==> src/sv/crc8t_pkg.sv <==
// shared constants and types of the crc-8 telemetry frame receiver
package crc8t_pkg;

  // default number of 16-bit words in one frame
  localparam int FIELD_COUNT_DEF = 15;

  // crc-8 start value
  localparam logic [7:0] CRC_INIT = 8'hFF;

  // register reset values
  localparam logic [7:0]  CRC_POLY_RST   = 8'h31;
  localparam logic [15:0] JUMP_LIMIT_RST = 16'd50;

  // configuration register indexes
  localparam logic REG_CRC_POLY   = 1'b0;
  localparam logic REG_JUMP_LIMIT = 1'b1;

  // frame status codes
  localparam logic [1:0] STAT_ACCEPT  = 2'd0;
  localparam logic [1:0] STAT_CRC_ERR = 2'd1;
  localparam logic [1:0] STAT_JUMP    = 2'd2;

  // command to the bit-serial crc unit
  typedef struct packed {
    logic       load;
    logic       restart;
    logic [7:0] data;
  } crc_ctrl_t;

endpackage

==> src/sv/crc8t_crc_serial.sv <==
// bit-serial msb-first crc-8 unit, one polynomial step per cycle
module crc8t_crc_serial (
  input  logic                 clk,
  input  logic                 rst_n,
  input  crc8t_pkg::crc_ctrl_t ctrl,
  input  logic [7:0]           poly,
  output logic                 busy,
  output logic [7:0]           crc
);

  logic [7:0] crc_r, crc_nxt;
  logic [2:0] cnt_r, cnt_nxt;
  logic       busy_r, busy_nxt;

  always_comb begin
    crc_nxt  = crc_r;
    cnt_nxt  = cnt_r;
    busy_nxt = busy_r;
    if (ctrl.load) begin
      crc_nxt  = (ctrl.restart ? crc8t_pkg::CRC_INIT : crc_r) ^ ctrl.data;
      cnt_nxt  = 3'd0;
      busy_nxt = 1'b1;
    end else if (busy_r) begin
      crc_nxt = crc_r[7] ? ({crc_r[6:0], 1'b0} ^ poly) : {crc_r[6:0], 1'b0};
      cnt_nxt = cnt_r + 3'd1;
      if (cnt_r == 3'd7) begin
        busy_nxt = 1'b0;
      end
    end
  end

  always_ff @(posedge clk) begin
    if (!rst_n) begin
      crc_r  <= crc8t_pkg::CRC_INIT;
      cnt_r  <= 3'd0;
      busy_r <= 1'b0;
    end else begin
      crc_r  <= crc_nxt;
      cnt_r  <= cnt_nxt;
      busy_r <= busy_nxt;
    end
  end

  assign busy = busy_r;
  assign crc  = crc_r;

endmodule

==> src/sv/crc8t_frame_store.sv <==
// frame byte memory, one write and one registered read per cycle
module crc8t_frame_store #(
  parameter int DEPTH = 2 * crc8t_pkg::FIELD_COUNT_DEF
) (
  input  logic                     clk,
  input  logic                     we,
  input  logic [$clog2(DEPTH)-1:0] waddr,
  input  logic [7:0]               wdata,
  input  logic [$clog2(DEPTH)-1:0] raddr,
  output logic [7:0]               rdata
);

  logic [7:0] mem [DEPTH];
  logic [7:0] rdata_r;

  always_ff @(posedge clk) begin
    if (we) begin
      mem[waddr] <= wdata;
    end
    rdata_r <= mem[raddr];
  end

  assign rdata = rdata_r;

endmodule

==> src/sv/crc8_telemetry_frame_receiver.sv <==
// top level of the crc-8 checked telemetry frame receiver
//
// Collects a frame of 2*FIELD_COUNT data bytes and one crc byte from a byte
// stream; a byte with burst_start set always restarts the frame as byte 0.
// Data bytes go into a small frame memory and through a bit-serial crc-8
// (msb first, init 0xFF, programmable polynomial); the serial crc unit takes
// one polynomial step per cycle, so every data byte holds the input for
// its accept and 8 shift steps. Bytes outside a frame are dropped.
// On the crc byte a mismatching or zero crc gives one error item.
// Otherwise the voltage word is read back from the memory (one byte per cycle
// through the registered read port) and compared with the previous voltage;
// then come either one jump item or FIELD_COUNT field items (each field
// item: two memory reads, assemble, hand to the output register), so a good
// frame's crc byte holds the input until its items are emitted, plus any
// output stall. The output register lets the next byte in while the last
// item of a frame still waits to be taken. field_value is the raw signed
// word; scaling to volts is up to the consumer.
module crc8_telemetry_frame_receiver #(
  parameter int FIELD_COUNT = crc8t_pkg::FIELD_COUNT_DEF
) (
  input  logic               clk,
  input  logic               rst_n,
  // byte input
  input  logic               in_valid,
  output logic               in_ready,
  input  logic [7:0]         in_rx_byte,
  input  logic               in_burst_start,
  // result output
  output logic               out_valid,
  input  logic               out_ready,
  output logic [1:0]         out_frame_status,
  output logic [3:0]         out_field_index,
  output logic signed [15:0] out_field_value,
  output logic               out_last_of_frame,
  // register writes
  input  logic               cfg_we,
  input  logic               cfg_index,
  input  logic [15:0]        cfg_wdata
);

  localparam int DATA_BYTES_I = 2 * FIELD_COUNT;
  localparam int POS_W  = $clog2(DATA_BYTES_I + 2);
  localparam int ADDR_W = $clog2(DATA_BYTES_I);
  localparam int IDX_W  = $clog2(FIELD_COUNT + 1);
  localparam logic [POS_W-1:0] DATA_BYTES = POS_W'(DATA_BYTES_I);
  localparam logic [POS_W-1:0] POS_IDLE   = POS_W'(DATA_BYTES_I + 1);
  localparam logic [IDX_W-1:0] IDX_LAST   = IDX_W'(FIELD_COUNT - 1);

  typedef enum logic [2:0] {
    S_IDLE,
    S_RD_LO,
    S_RD_HI,
    S_GOT,
    S_CMP,
    S_EMIT
  } state_t;

  // configuration registers
  logic [7:0]  poly_r;
  logic [15:0] limit_r;

  // sequencer state
  state_t            state_r, state_nxt;
  logic [POS_W-1:0]  pos_r, pos_nxt;
  logic [IDX_W-1:0]  idx_r, idx_nxt;
  logic              check_r, check_nxt;
  logic [7:0]        lo_r, lo_nxt;
  logic [15:0]       v_r, v_nxt;
  logic [16:0]       diff_r, diff_nxt;
  logic [15:0]       prev_r, prev_nxt;

  // pending item
  logic [1:0]        pend_status_r, pend_status_nxt;
  logic [3:0]        pend_idx_r, pend_idx_nxt;
  logic [15:0]       pend_val_r, pend_val_nxt;
  logic              pend_last_r, pend_last_nxt;

  // output register
  logic              out_valid_r, out_valid_nxt;
  logic [1:0]        out_status_r, out_status_nxt;
  logic [3:0]        out_idx_r, out_idx_nxt;
  logic [15:0]       out_val_r, out_val_nxt;
  logic              out_last_r, out_last_nxt;

  // submodule wiring
  crc8t_pkg::crc_ctrl_t crc_ctrl;
  logic                 crc_busy;
  logic [7:0]           crc_val;
  logic                 mem_we;
  logic [ADDR_W-1:0]    mem_waddr;
  logic [ADDR_W-1:0]    mem_raddr;
  logic [7:0]           mem_rdata;

  // helpers
  logic              accept;
  logic [POS_W-1:0]  pos_eff;
  logic [15:0]       word;
  logic [16:0]       mag;
  logic              out_free;

  crc8t_crc_serial u_crc (
    .clk   (clk),
    .rst_n (rst_n),
    .ctrl  (crc_ctrl),
    .poly  (poly_r),
    .busy  (crc_busy),
    .crc   (crc_val)
  );

  crc8t_frame_store #(
    .DEPTH (DATA_BYTES_I)
  ) u_store (
    .clk   (clk),
    .we    (mem_we),
    .waddr (mem_waddr),
    .wdata (in_rx_byte),
    .raddr (mem_raddr),
    .rdata (mem_rdata)
  );

  // input only while the sequencer rests and the crc unit is done
  assign in_ready = (state_r == S_IDLE) && !crc_busy;
  assign accept   = in_valid && in_ready;
  assign pos_eff  = in_burst_start ? '0 : pos_r;

  // little-endian word: high byte arrives from memory while low is held
  assign word     = {mem_rdata, lo_r};
  // magnitude of the 17-bit voltage difference
  assign mag      = diff_r[16] ? (17'd0 - diff_r) : diff_r;
  // output register can take a new item this cycle
  assign out_free = !out_valid_r || out_ready;

  assign mem_waddr = pos_eff[ADDR_W-1:0];

  always_comb begin
    state_nxt       = state_r;
    pos_nxt         = pos_r;
    idx_nxt         = idx_r;
    check_nxt       = check_r;
    lo_nxt          = lo_r;
    v_nxt           = v_r;
    diff_nxt        = diff_r;
    prev_nxt        = prev_r;
    pend_status_nxt = pend_status_r;
    pend_idx_nxt    = pend_idx_r;
    pend_val_nxt    = pend_val_r;
    pend_last_nxt   = pend_last_r;
    out_valid_nxt   = out_valid_r && !out_ready;
    out_status_nxt  = out_status_r;
    out_idx_nxt     = out_idx_r;
    out_val_nxt     = out_val_r;
    out_last_nxt    = out_last_r;
    crc_ctrl.load    = 1'b0;
    crc_ctrl.restart = in_burst_start;
    crc_ctrl.data    = in_rx_byte;
    mem_we          = 1'b0;
    mem_raddr       = ADDR_W'({idx_r, 1'b0});

    case (state_r)
      S_IDLE: begin
        if (accept) begin
          if (pos_eff < DATA_BYTES) begin
            // data byte: store and fold into the crc
            mem_we        = 1'b1;
            crc_ctrl.load = 1'b1;
            pos_nxt       = pos_eff + POS_W'(1);
          end else if (pos_eff == DATA_BYTES) begin
            // crc byte: judge the frame
            pos_nxt = POS_IDLE;
            if (in_rx_byte != crc_val || in_rx_byte == 8'd0) begin
              pend_status_nxt = crc8t_pkg::STAT_CRC_ERR;
              pend_idx_nxt    = 4'd0;
              pend_val_nxt    = 16'd0;
              pend_last_nxt   = 1'b1;
              state_nxt       = S_EMIT;
            end else begin
              idx_nxt   = '0;
              check_nxt = 1'b1;
              state_nxt = S_RD_LO;
            end
          end
          // bytes past the frame are dropped
        end
      end
      S_RD_LO: begin
        mem_raddr = ADDR_W'({idx_r, 1'b0});
        state_nxt = S_RD_HI;
      end
      S_RD_HI: begin
        mem_raddr = ADDR_W'({idx_r, 1'b1});
        lo_nxt    = mem_rdata;
        state_nxt = S_GOT;
      end
      S_GOT: begin
        if (check_r) begin
          v_nxt     = word;
          diff_nxt  = {word[15], word} - {prev_r[15], prev_r};
          state_nxt = S_CMP;
        end else begin
          pend_status_nxt = crc8t_pkg::STAT_ACCEPT;
          pend_idx_nxt    = 4'(idx_r);
          pend_val_nxt    = word;
          pend_last_nxt   = (idx_r == IDX_LAST);
          state_nxt       = S_EMIT;
        end
      end
      S_CMP: begin
        prev_nxt = v_r;
        if (mag > {1'b0, limit_r}) begin
          pend_status_nxt = crc8t_pkg::STAT_JUMP;
          pend_idx_nxt    = 4'd0;
          pend_val_nxt    = v_r;
          pend_last_nxt   = 1'b1;
          state_nxt       = S_EMIT;
        end else begin
          // voltage ok: stream out every word
          check_nxt = 1'b0;
          idx_nxt   = '0;
          state_nxt = S_RD_LO;
        end
      end
      S_EMIT: begin
        if (out_free) begin
          out_valid_nxt  = 1'b1;
          out_status_nxt = pend_status_r;
          out_idx_nxt    = pend_idx_r;
          out_val_nxt    = pend_val_r;
          out_last_nxt   = pend_last_r;
          if (pend_last_r) begin
            state_nxt = S_IDLE;
          end else begin
            idx_nxt   = idx_r + IDX_W'(1);
            state_nxt = S_RD_LO;
          end
        end
      end
      default: begin
        state_nxt = S_IDLE;
      end
    endcase
  end

  always_ff @(posedge clk) begin
    if (!rst_n) begin
      state_r     <= S_IDLE;
      pos_r       <= POS_IDLE;
      idx_r       <= '0;
      check_r     <= 1'b0;
      prev_r      <= 16'd0;
      out_valid_r <= 1'b0;
    end else begin
      state_r     <= state_nxt;
      pos_r       <= pos_nxt;
      idx_r       <= idx_nxt;
      check_r     <= check_nxt;
      prev_r      <= prev_nxt;
      out_valid_r <= out_valid_nxt;
    end
    lo_r          <= lo_nxt;
    v_r           <= v_nxt;
    diff_r        <= diff_nxt;
    pend_status_r <= pend_status_nxt;
    pend_idx_r    <= pend_idx_nxt;
    pend_val_r    <= pend_val_nxt;
    pend_last_r   <= pend_last_nxt;
    out_status_r  <= out_status_nxt;
    out_idx_r     <= out_idx_nxt;
    out_val_r     <= out_val_nxt;
    out_last_r    <= out_last_nxt;
  end

  // configuration registers
  always_ff @(posedge clk) begin
    if (!rst_n) begin
      poly_r  <= crc8t_pkg::CRC_POLY_RST;
      limit_r <= crc8t_pkg::JUMP_LIMIT_RST;
    end else if (cfg_we) begin
      case (cfg_index)
        crc8t_pkg::REG_CRC_POLY:   poly_r  <= cfg_wdata[7:0];
        crc8t_pkg::REG_JUMP_LIMIT: limit_r <= cfg_wdata;
        default: begin
        end
      endcase
    end
  end

  assign out_valid         = out_valid_r;
  assign out_frame_status  = out_status_r;
  assign out_field_index   = out_idx_r;
  assign out_field_value   = out_val_r;
  assign out_last_of_frame = out_last_r;

endmodule
==> config.mk <==
export PLATFORM = sky130hd
export DESIGN_NAME = crc8_telemetry_frame_receiver
export DESIGN_NICKNAME = d
export VERILOG_FILES = /design/src/sv/crc8t_pkg.sv /design/src/sv/crc8t_crc_serial.sv /design/src/sv/crc8t_frame_store.sv /design/src/sv/crc8_telemetry_frame_receiver.sv
export SDC_FILE = /design/constraint.sdc
export NUM_CORES = 1
export LEC_CHECK = 0
export BUFFER_PORTS_ARGS = -buffer_cell sky130_fd_sc_hd__buf_4
export CELL_PAD_IN_SITES_DETAIL_PLACEMENT = 1
export CELL_PAD_IN_SITES_GLOBAL_PLACEMENT = 1
export CORE_AREA = 2 2 231 233
export DETAILED_ROUTE_END_ITERATION = 7
export DIE_AREA = 0 0 233 235
export PLACE_DENSITY_LB_ADDON = 0.1
export SLEW_MARGIN = 5
export SYNTH_ARGS = -nofsm -noshare
export SYNTH_HDL_FRONTEND = slang
export SYNTH_HIERARCHICAL = 1
export SYNTH_SLANG_ARGS = --single-unit
==> constraint.sdc <==
create_clock -name clk -period 4 [get_ports clk]
set_clock_uncertainty 0.2 [all_clocks]
set_input_delay 0 -clock clk [delete_from_list [all_inputs] [get_ports clk]]
set_output_delay 0 -clock clk [all_outputs]
set_load 0.01 [all_outputs]
# == Yosys cells after proc, flatten, opt, wreduce, memory -nomap -nowiden ==
# Memory sizes are Yosys's and may differ from the RTL's. A register that Yosys moved wholly into a read port is not among the register bits.
# Index checks and enable logic that the tools add are counted.
# word_totals
regBits,153
ramBits,240
in_bits,31
out_inout_bits,25
elab_cells,148
memories,1
# classes
add_sub_neg,5
n_lt_le_gt_ge,2
eq_ne,19
n_mux,70
bitwise_logic,4
n_reduce_logical,25
# memory_table
memory,depth,width,rd,rd_ports_with_merged_regs,write_ports,line_no,source
u_store.mem,30,8,1,1,1,crc8t_frame_store.sv:13,logic [7:0] mem [DEPTH];
# op_table
op,count
$mux 16,6
$mux 4,13
$pmux 16 s3,1
$mux 8,4
$mux 1,24
$pmux 4 s3,2
$mux 3,6
$pmux 3 s6,1
$gt 17x16->1,1
$mux 17,1
$sub 1x17->17 const A,1
$sub 16x16->17,1
$ne 2x2->1 const B,8
$xor 8x8->8,2
$mux 5,3
$mux 2,6
$eq 3x3->1 const B,3
$logic_not 8->1,1
$ne 8x8->1,1
$reduce_and 2->1,4
$reduce_and 8->1,1
$reduce_and 7->1,1
$eq 3x2->1 const B,2
$pmux 2 s3,1
21 further kinds,31

# == Depth between registers and ports, before layout ==
# Gate-level depths: netlist of run 1.
# logic_depth
ltp_word,7
mapped_depth,13
mapped_depth_nobuf,13

# == Modules after synthesis ==
# The synthesis of run 1 kept the hierarchy.
# by_module_without_submodules
mod,n_inst,cells_each,area_each_um2
crc8t_frame_store,1,530,9791.9
crc8_telemetry_frame_receiver,1,627,6557.5
crc8t_crc_serial,1,93,783.3

# == Worst setup path after synthesis of run 1 ==
# Ideal clock, no wire load.
# synth_timing
path_kind,flip-flop to flip-flop
startpoint,reg diff_r[2]
endpoint,reg pend_idx_r[0] (enable)
t_arrival_ns,3.660
t_required_ns,3.388
slack_ns,-0.271
path_stages_with_launch,11
path_buffers,0
period_less_slack_ns,4.271
cell_sequence,edfxtp_1 -> or4_1 -> nand2b_1 -> o41ai_1 -> xnor2_1 -> ha_1 -> nand4_1 -> a311o_1 -> o211ai_1 -> a21oi_1 -> o22ai_1
# synth_between
elab_chain_len,5
# synth_rtl
item,line_no,source
start: declaration,crc8_telemetry_frame_receiver.sv:69,"logic [16:0] diff_r, diff_nxt;"
start signal: assignment,crc8_telemetry_frame_receiver.sv:261,diff_r <= diff_nxt;
$sub 1x17->17,crc8_telemetry_frame_receiver.sv:129,assign mag = diff_r[16] ? (17'd0 - diff_r) : diff_r;
$mux 17 (*),crc8_telemetry_frame_receiver.sv:129,
$gt 17x16->1 (*),crc8_telemetry_frame_receiver.sv:209,"if (mag > {1'b0, limit_r}) begin"
$ne 2x2->1 (no source line) (*),n/a,
$reduce_and 7->1 (no source line) (*),n/a,
end signal: assignment,crc8_telemetry_frame_receiver.sv:263,pend_idx_r <= pend_idx_nxt;
end: declaration,crc8_telemetry_frame_receiver.sv:74,"logic [3:0] pend_idx_r, pend_idx_nxt;"
# Mark *: on every way between the ends. The rest lies on a longest branch, timed or not.
# A chain may end at the register's enable or synchronous reset.

# == Worst setup path in the final report of run 1 ==
# layout_timing
startpoint,reg diff_r[2]
endpoint,reg pend_val_r[7] (enable)
# layout_between
elab_chain_len,5
# layout_rtl
item,line_no,source
$sub 1x17->17,crc8_telemetry_frame_receiver.sv:129,
$mux 17 (*),crc8_telemetry_frame_receiver.sv:129,
$gt 17x16->1 (*),crc8_telemetry_frame_receiver.sv:209,
$ne 2x2->1 (no source line) (*),n/a,
$reduce_and 7->1 (no source line) (*),n/a,
end signal: assignment,crc8_telemetry_frame_receiver.sv:264,pend_val_r <= pend_val_nxt;
end: declaration,crc8_telemetry_frame_receiver.sv:75,"logic [15:0] pend_val_r, pend_val_nxt;"
# Marked as above.

==> results summary, run 1 <==
For this run, the post-layout net count is 1456. The library cells used most frequently in the layout, excluding fill and tap cells, are sky130_fd_sc_hd__edfxtp_1 (327), sky130_fd_sc_hd__nand2_1 (156), sky130_fd_sc_hd__buf_4 (81). The maximum vdd ir drop came out at 0.376 mV.

In the synthesized netlist the async set-or-reset flop fraction comes to 0. The worst setup path is captured at a flip-flop. In this run the register-to-register setup slack is 220 ps. The share of synthesized area in the top cell type comes to 0.573. The maximum buffer depth of the clock tree is 3. The count of warnings emitted by yosys is 6.

The number of distinct standard cells referenced by the synthesized netlist came out at 74. The placer congestion estimate is 0.779. The shortest period the worst path allows is 3780 ps. The worst hold path stage count came out at 4. The clock-pin slew on the worst setup and hold paths came out at 60 ps. The worst endpoint required time is 4080 ps. The transition time at the pin with the least slew margin is 1050 ps. The initial detailed-routing violation count is 615. The worst register-to-register path begins at diff_r[2]$_DFFE_PP_. The starting utilization of the core area is 0.328. Measured in cells, the most critical reg-to-reg path has a length of 11. TritonCTS built the clock tree. The peak fanout along the critical path came out at 23. The most used flip-flop cell after synthesis is sky130_fd_sc_hd__edfxtp_1.

The achievable clock frequency is 265 MHz. The worst slew margin relative to its limit came out at 0.297. The area growth from synthesis to layout came out at 18.9%. The clock net sink count came out at 401. The first-pass GRT wire length is 72000 um. Setup violations remaining at the end of the flow were counted as 0. The count of unresolved DRC violations after routing came out at 0. The count of mapped cells out of synthesis is 1250. The final-layout setup total negative slack came out at 0 ps. The cell type with the highest aggregate area in the netlist is sky130_fd_sc_hd__edfxtp_1.

The startpoint identified for the worst hold timing path is cfg_wdata[0]. Of the synthesized area, sequential elements account for 0.660. The worst register-to-register path ends at pend_val_r[7]$_DFFE_PP_.

The first-pass detailed-route iteration total is 4. The via density per instance came out at 5.01. The cell at the root of the clock tree is sky130_fd_sc_hd__clkbuf_16. The ratio of cells with drive above 1 in the final layout is 0.150. Row generation in the floorplan step produced 84 rows. Entering global routing, the biggest net connects 47 pins.

The routed length per placed instance is 22.4 um. The number of antenna-violating nets in the routed design came out at 0. The hold violation count in the final report was 0. The critical path data arrival time is 3850 ps. The number of max-cap violations is 0.

The final critical-path share of the clock period came out at 0.944. After detailed routing, the total wire length is 47400 um. The HPWL reported at the end of detailed placement came out at 30900 um. The number of enable flip-flop cells after synthesis came out at 327.

The number of CTS-inserted buffers came out at 46. The min-delay analysis places its worst path in the category primary input to flip-flop. The most common cell after layout, fill and taps aside is sky130_fd_sc_hd__edfxtp_1. The floorplan die width came out at 233 um. The path with the worst hold slack has its endpoint at poly_r[0]$_SDFFE_PN1P_.

The number of ports placed on the die boundary is 56. The via count of the first global-routing pass is 11200. The total die area is 54800 sq um. Setup repair after global routing left no endpoint under its margin. The worst setup path is launched from a flip-flop.

After synthesis the cells add up to 17100 sq um. The number of slew-limit violations in the final report is 0. In this run, synthesis produced a sequential element count of 401.

The H-tree depth reported by CTS is 2. In the global route stage, overall resource usage came out at 0.176. The via count of the routed design is 10600.

The number of antenna violations at the first check in global routing came out at 0. The insertion delay to the later sink of the worst-skew pair came out at 580 ps. The overflow left after global routing came out at 0. After clock tree synthesis, the setup repair step added 0 buffers. For this design the ratio of total power to cell area is 539 nW/um^2. In this run, placement finished with an instance count of 1970. 0 antenna diodes ended up in the layout. On the final layout, the worst hold slack is 46.9 ps.

The final standard cell count with taps included and fillers excluded is 2111. The number of buffers inserted by port buffering is 55. In the post-synthesis netlist, the biggest area contributors are sky130_fd_sc_hd__edfxtp_1 (57%), sky130_fd_sc_hd__dfxtp_1 (8.6%), sky130_fd_sc_hd__mux4_2 (3.7%). The synthesized netlist net count came out at 1321. Measured along the y axis, the die boundary spans 235 um. For this design the static power due to leakage is 6.74 nW.

The total core area is 52200 sq um. The critical path is of the flip-flop to flip-flop type. The run finished with clean final reports. The average cell area after synthesis came out at 13.7 sq um.
-- stage by stage --
step / utilization / setup slack, ps / power [mW] / instance area (sq um)
2_1_floorplan: - / 210 / 6.43 / 17100
3_3_place_gp: 0.351 / 208 / 7.02 / 18400
3_5_place_dp: 0.351 / 74.1 / 7.04 / 18400
4_1_cts: 0.389 / 61.9 / 11.2 / 20300
5_1_grt: 0.390 / 2.62 / 11.5 / 20400
6_report: 0.390 / 224 / 11.0 / 20400
-- routing by layer --
metal	GRT usage	vias up	wire, um	part of all wire
met5	0	-	0	0
met4	0.0523	0	1160	0.025
met3	0.0258	69	1440	0.030
met1	0.231	5404	21200	0.45
met2	0.302	149	23500	0.50
li1	-	4951	-	-
-- power breakdown --
group | internal, mW | switching, mW
sequential | 4.80 | 0.192
clock | 2.30 | 1.72
combinational | 0.822 | 1.16
total | 7.92 | 3.07
-- kinds of logic after synthesis --
| logic type | count (synthesis) | synth area share |
|---|---|---|
| multiplexers | 86 | 0.0730 |
| adder cells (fa/ha/maj) | 40 | 0.0297 |
| AO/OA/AOI/OAI | 200 | 0.0778 |
| buffers and inverters | 101 | 0.0302 |
| XOR/XNOR | 45 | 0.0230 |
| flip-flops | 401 | 0.660 |
| AND/OR/NAND/NOR | 377 | 0.107 |
-- worst max-delay path, cell delays in order, from the launching register on --
cell	delay, ps
sky130_fd_sc_hd__edfxtp_1	430
sky130_fd_sc_hd__or4_1	610
sky130_fd_sc_hd__nand2b_1	280
sky130_fd_sc_hd__o41ai_2	280
sky130_fd_sc_hd__xnor2_1	110
sky130_fd_sc_hd__ha_1	300
sky130_fd_sc_hd__nand4_1	160
sky130_fd_sc_hd__a311o_1	350
sky130_fd_sc_hd__o211ai_1	130
sky130_fd_sc_hd__a21oi_1	140
sky130_fd_sc_hd__o22ai_2	240
sky130_fd_sc_hd__buf_12	220
-- layout make-up --
| class | instances | area, sq um |
|---|---|---|
| Fill cell | 5427 | 31900 |
| Sequential cell | 401 | 11300 |
| Multi-Input combinational cell | 748 | 5360 |
| Clock buffer | 62 | 1270 |
| Timing Repair Buffer | 140 | 1240 |
| Tap cell | 688 | 861 |
| Inverter | 48 | 180 |
| Clock inverter | 24 | 159 |
-- flip-flops by register name, indices dropped and copies added (netlist names), 2 cells and up --
name	cells
diff_r	17
idx_r	4
limit_r	16
lo_r	8
out_field_index	4
out_field_value	16
out_frame_status	2
pend_idx_r	4
pend_status_r	2
pend_val_r	16
poly_r	8
pos_r	5
prev_r	16
state_r	3
u_crc/cnt_r	3
u_crc/crc	8
u_store/mem	240
u_store/rdata	8
v_r	16
-- synthesized netlist by cell type, types with 5 or more instances --
| cell type | instances |
|---|---|
| sky130_fd_sc_hd__edfxtp_1 | 327 |
| sky130_fd_sc_hd__nand2_1 | 156 |
| sky130_fd_sc_hd__dfxtp_1 | 74 |
| sky130_fd_sc_hd__nor2_1 | 64 |
| sky130_fd_sc_hd__a21oi_1 | 59 |
| sky130_fd_sc_hd__inv_1 | 48 |
| sky130_fd_sc_hd__nor2b_1 | 43 |
| sky130_fd_sc_hd__ha_1 | 39 |
| sky130_fd_sc_hd__mux2i_1 | 38 |
| sky130_fd_sc_hd__xnor2_1 | 33 |
| sky130_fd_sc_hd__mux4_2 | 28 |
| sky130_fd_sc_hd__nand3_1 | 28 |
| sky130_fd_sc_hd__clkbuf_1 | 23 |
| sky130_fd_sc_hd__o21ai_0 | 23 |
| sky130_fd_sc_hd__a211oi_1 | 20 |
| sky130_fd_sc_hd__nor3_1 | 17 |
| sky130_fd_sc_hd__nand2b_1 | 14 |
| sky130_fd_sc_hd__o22ai_1 | 12 |
| sky130_fd_sc_hd__xor2_1 | 12 |
| sky130_fd_sc_hd__buf_2 | 11 |
| sky130_fd_sc_hd__a21o_1 | 10 |
| sky130_fd_sc_hd__mux2_2 | 10 |
| sky130_fd_sc_hd__buf_6 | 9 |
| sky130_fd_sc_hd__mux2_1 | 9 |
| sky130_fd_sc_hd__o21ai_1 | 9 |
| sky130_fd_sc_hd__nand4_1 | 8 |
| sky130_fd_sc_hd__a2111oi_0 | 7 |
| sky130_fd_sc_hd__nor3b_1 | 7 |
| sky130_fd_sc_hd__o2111ai_1 | 7 |
| sky130_fd_sc_hd__o211ai_1 | 7 |
| sky130_fd_sc_hd__a221o_1 | 6 |
| sky130_fd_sc_hd__and2_1 | 6 |
| sky130_fd_sc_hd__nand3b_1 | 6 |
| sky130_fd_sc_hd__o31ai_1 | 6 |
| sky130_fd_sc_hd__a31oi_1 | 5 |
| sky130_fd_sc_hd__nor4_1 | 5 |
-- how the worst max path moves through the flow --
stage / start / end / cells after the start
global route: diff_r[2]$_DFFE_PP_ / pend_val_r[7]$_DFFE_PP_ / 11
detailed placement: diff_r[2]$_DFFE_PP_ / pend_val_r[12]$_DFFE_PP_ / 11
CTS: diff_r[2]$_DFFE_PP_ / pend_val_r[7]$_DFFE_PP_ / 11
floorplan: diff_r[2]$_DFFE_PP_ / pend_idx_r[0]$_SDFFCE_PN0P_ / 10
global placement: diff_r[2]$_DFFE_PP_ / pend_val_r[15]$_DFFE_PP_ / 11
finish: diff_r[2]$_DFFE_PP_ / pend_val_r[7]$_DFFE_PP_ / 11
-- what timing repair did --
action / 4_1_cts / 5_1_grt
endpoints found under the hold margin: 312 / 0
setup endpoints to repair: 0 / 29
gates resized for setup: 0 / 4
hold buffers: 55 / 0
No activity file was read; power rests on OpenSTA's default activity.
==> run 2, diff against run 1 <==
CORE_AREA = 2 2 326 167   (was 2 2 231 233)
DIE_AREA = 0 0 328 169   (was 0 0 233 235)
==> run 2 against run 1 <==
Die area rose by 1.2%. Count of clock-buffer cells in the layout unchanged. Critical path depth is the same. Setup slack got worse by 44 ps. Sequential share of layout area rose by 0.18 points. Global-route usage increased by 0.60 points. Cell count is 1.4% higher. Non-clock buffer count rose by 20.
==> results summary, run 2 (synthesis results as in run 1) <==
The peak fanout along the critical path came to 23 (unchanged). The floorplan die width is 328 um (was 233 um). The worst path buffer plus inverter count is 1 (unchanged).

The combined global-route utilization of all metal layers is 0.182 (was 0.176). The number of antenna violations at the first check in global routing came out at 2 (was 0). The class of the worst hold path was primary input to flip-flop (unchanged). The final critical-path share of the clock period is 0.955 (was 0.944). The internal power summed over all cells came out at 7.67 mW (was 7.92 mW). The ratio of cells with drive above 1 in the final layout is 0.156 (was 0.150).

The HPWL reported at the end of detailed placement is 34500 um (was 30900 um). The number of ports placed on the die boundary came to 56 (unchanged). The post-placement worst setup slack came out at 146 ps (was 74.1 ps). The maximum buffer depth of the clock tree came out at 3 (unchanged). The number of failing setup endpoints in the final timing report came out at 0 (unchanged).

The register bank with the most flops is u_store/mem (unchanged). The switching share of power is 0.284 (was 0.279). The cell class contributing the biggest share of worst-path delay is compound AO/OA/AOI/OAI gates (unchanged). The die span in y is 169 um (was 235 um). The final hold slack came out at 65.7 ps (was 46.9 ps). The number of placement rows is 60 (was 84). The final standard cell count with taps included and fillers excluded is 2141 (was 2111). The worst endpoint required time is 4050 ps (was 4080 ps). Regs by FF count: u_store/mem x240, diff_r x17 (unchanged). The number of nets in the finished design is 1470 (was 1456). The proportion of power drawn by the clock network is 0.342 (was 0.366). The via density per instance came out at 5.01 (about the same).

The initial detailed-routing violation count is 902 (was 615). Run status: finished clean (unchanged). The number of CTS-inserted buffers came to 40 (was 46). The cell with the biggest individual delay on the critical path was sky130_fd_sc_hd__or4_1 (unchanged). The worst-case register-to-register setup slack is 180 ps (was 220 ps). Unrepaired setup endpoints after global routing: false (unchanged). The total die area came to 55400 sq um (was 54800 sq um). The maximum vdd ir drop came out at 0.245 mV (was 0.376 mV).

The number of antenna-violating nets in the routed design was 0 (unchanged). The total core area is 52800 sq um (was 52200 sq um). The achievable clock frequency was 262 MHz (was 265 MHz). The cell area power density came to 528 nW/um^2 (was 539 nW/um^2).

The number of buffers inserted by port buffering came out at 55 (unchanged). The relative contribution of sequential cells to total power is 0.468 (was 0.454). The placer congestion estimate came out at 0.790 (was 0.779). The hold violation count in the final report came to 0 (unchanged).

The insertion delay to the later sink of the worst-skew pair is 560 ps (was 580 ps). The worst-case setup margin in the final layout was 180 ps (was 224 ps). The number of slew-limit violations in the final report came to 0 (unchanged). The number of max-cap violations was 0 (unchanged). The capturing element type of the critical path is a flip-flop (unchanged). The overall routed net length came out at 50000 um (was 47400 um). The final-layout setup total negative slack came out at 0 ps (unchanged). The overflow left after global routing came out at 0 (unchanged). The leakage power total came out at 6.72 nW (was 6.74 nW).

The via count of the routed design is 10700 (was 10600). The delay of the slowest cell on the worst path is 620 ps (was 610 ps). The share of power burned in combinational logic is 0.190 (was 0.180).

The largest net degree at the start of global routing is 70 (was 47). The area growth from synthesis to layout is 18.5% (was 18.9%). The number of placed instances, taps included came to 2019 (was 1970). Critical path, cell by cell: or4_1 > nand2b_1 > o41ai_1 > xnor2_1 > ha_1 > nand4_1 > a311o_1 > o211ai_1 > a21oi_1 > o22ai_2 > buf_12 (was or4_1 > nand2b_1 > o41ai_2 > xnor2_1 > ha_1 > nand4_1 > a311o_1 > o211ai_1 > a21oi_1 > o22ai_2 > buf_12).

The classification of the worst setup path is flip-flop to flip-flop (unchanged). The cell at the root of the clock tree is sky130_fd_sc_hd__clkbuf_16 (unchanged). The first-pass detailed-route iteration total came out at 4 (unchanged). The shortest period the worst path allows came out at 3820 ps (was 3780 ps). The via count of the first global-routing pass was 10800 (was 11200). The clock net sink count came out at 401 (unchanged). The starting utilization of the core area is 0.325 (was 0.328). The transition time at the pin with the least slew margin came to 975 ps (was 1050 ps).

Commonest non-fill, non-tap cells in the layout: sky130_fd_sc_hd__edfxtp_1 (327), sky130_fd_sc_hd__nand2_1 (156), sky130_fd_sc_hd__buf_4 (107) (was sky130_fd_sc_hd__edfxtp_1 (327), sky130_fd_sc_hd__nand2_1 (156), sky130_fd_sc_hd__buf_4 (81)). The first-pass GRT wire length is 74000 um (was 72000 um). The most common cell after layout, fill and taps aside is sky130_fd_sc_hd__edfxtp_1 (unchanged). The clock-pin slew on the worst setup and hold paths came out at 70 ps (was 60 ps). The critical path data arrival time is 3870 ps (was 3850 ps). The number of flip-flops under the largest register name is 240 (unchanged).

The count of unresolved DRC violations after routing is 0 (unchanged). The worst slew margin relative to its limit was 0.346 (was 0.297). The total inserted antenna cells was 0 (unchanged). The startpoint type of the worst setup path is a flip-flop (unchanged). The final-layout fill cell count is 5478 (was 5427). The total net switching power is 3.05 mW (was 3.07 mW). The routed length per placed instance is 23.4 um (was 22.4 um). The H-tree depth reported by CTS is 2 (unchanged). The CTS tree is yes (unchanged).
[run 2: cell count changes in the layout (fill, tap and decap cells not counted), sizes merged]
cell | previous run | this run
buf | 85 | 109
clkinv | 20 | 7
dlygate4sd3 | 55 | 51
inv | 51 | 48
clkinvlp | 0 | 1
[run 2: power by group through the flow]
stage | sequential [mW] | clock [mW] | combinational (mW)
5_1_grt | 5.05 | 3.94 | 2.23
4_1_cts | 5.02 | 3.79 | 2.05
3_3_place_gp | 5.10 | 0 | 1.97
2_1_floorplan | 5.00 | 0 | 1.43
6_report | 5.01 | 3.67 | 2.04
3_5_place_dp | 5.11 | 0 | 1.98
[run 2: final timing paths]
path | startpoint | end | cells after the start
max | diff_r[2]$_DFFE_PP_ | pend_status_r[1]$_DFFE_PP_ | 11
min reg2reg | pend_val_r[1]$_DFFE_PP_ | out_field_value[1]$_DFFE_PP_ | 0
min | cfg_wdata[5] | limit_r[5]$_SDFFE_PN1P_ | 4
max reg2reg | diff_r[2]$_DFFE_PP_ | pend_status_r[1]$_DFFE_PP_ | 11
[run 2: repair_timing]
action                     4_1_cts  5_1_grt
buffers inserted                 0        0
hold buffers                    51        0
hold endpoints to repair       289        0
setup endpoints to repair        0       29
resized for setup                0        2
[run 2: final cells by class]
type | instances | area, sq um | share of cell area
multi-input combinational | 748 | 5340 | 0.263
sequential | 401 | 11300 | 0.557
tap | 713 | 892 | 0.0439
clock buffer | 62 | 1150 | 0.0569
clock inverter | 9 | 76.3 | 0.00376
timing repair buffer | 160 | 1350 | 0.0667
inverter | 48 | 180 | 0.00887
[run 2: metrics by stage]
step	power [mW]	util	area (sq um)
global route	11.2	0.385	20300
floorplan	6.43	-	17100
global placement	7.07	0.351	18500
CTS	10.9	0.384	20300
finish	10.7	0.385	20300
detailed placement	7.09	0.351	18500
[run 2: per-layer routing]
layer	track usage	wire, um	vias to the layer above
li1	-	-	4963
met5	0	0	-
met1	0.318	28900	5532
met3	0.0373	2650	42
met4	0.0303	542	0
met2	0.221	18000	193
[run 2: tightest hold or removal path, delay by kind of cell]
| family | cells | cell delay (ps) |
|---|---|---|
| AOI/OAI and AO/OA | 1 | 70 |
| buffers and inverters | 2 | 640 |
| and+or+nand+nor | 1 | 50 |
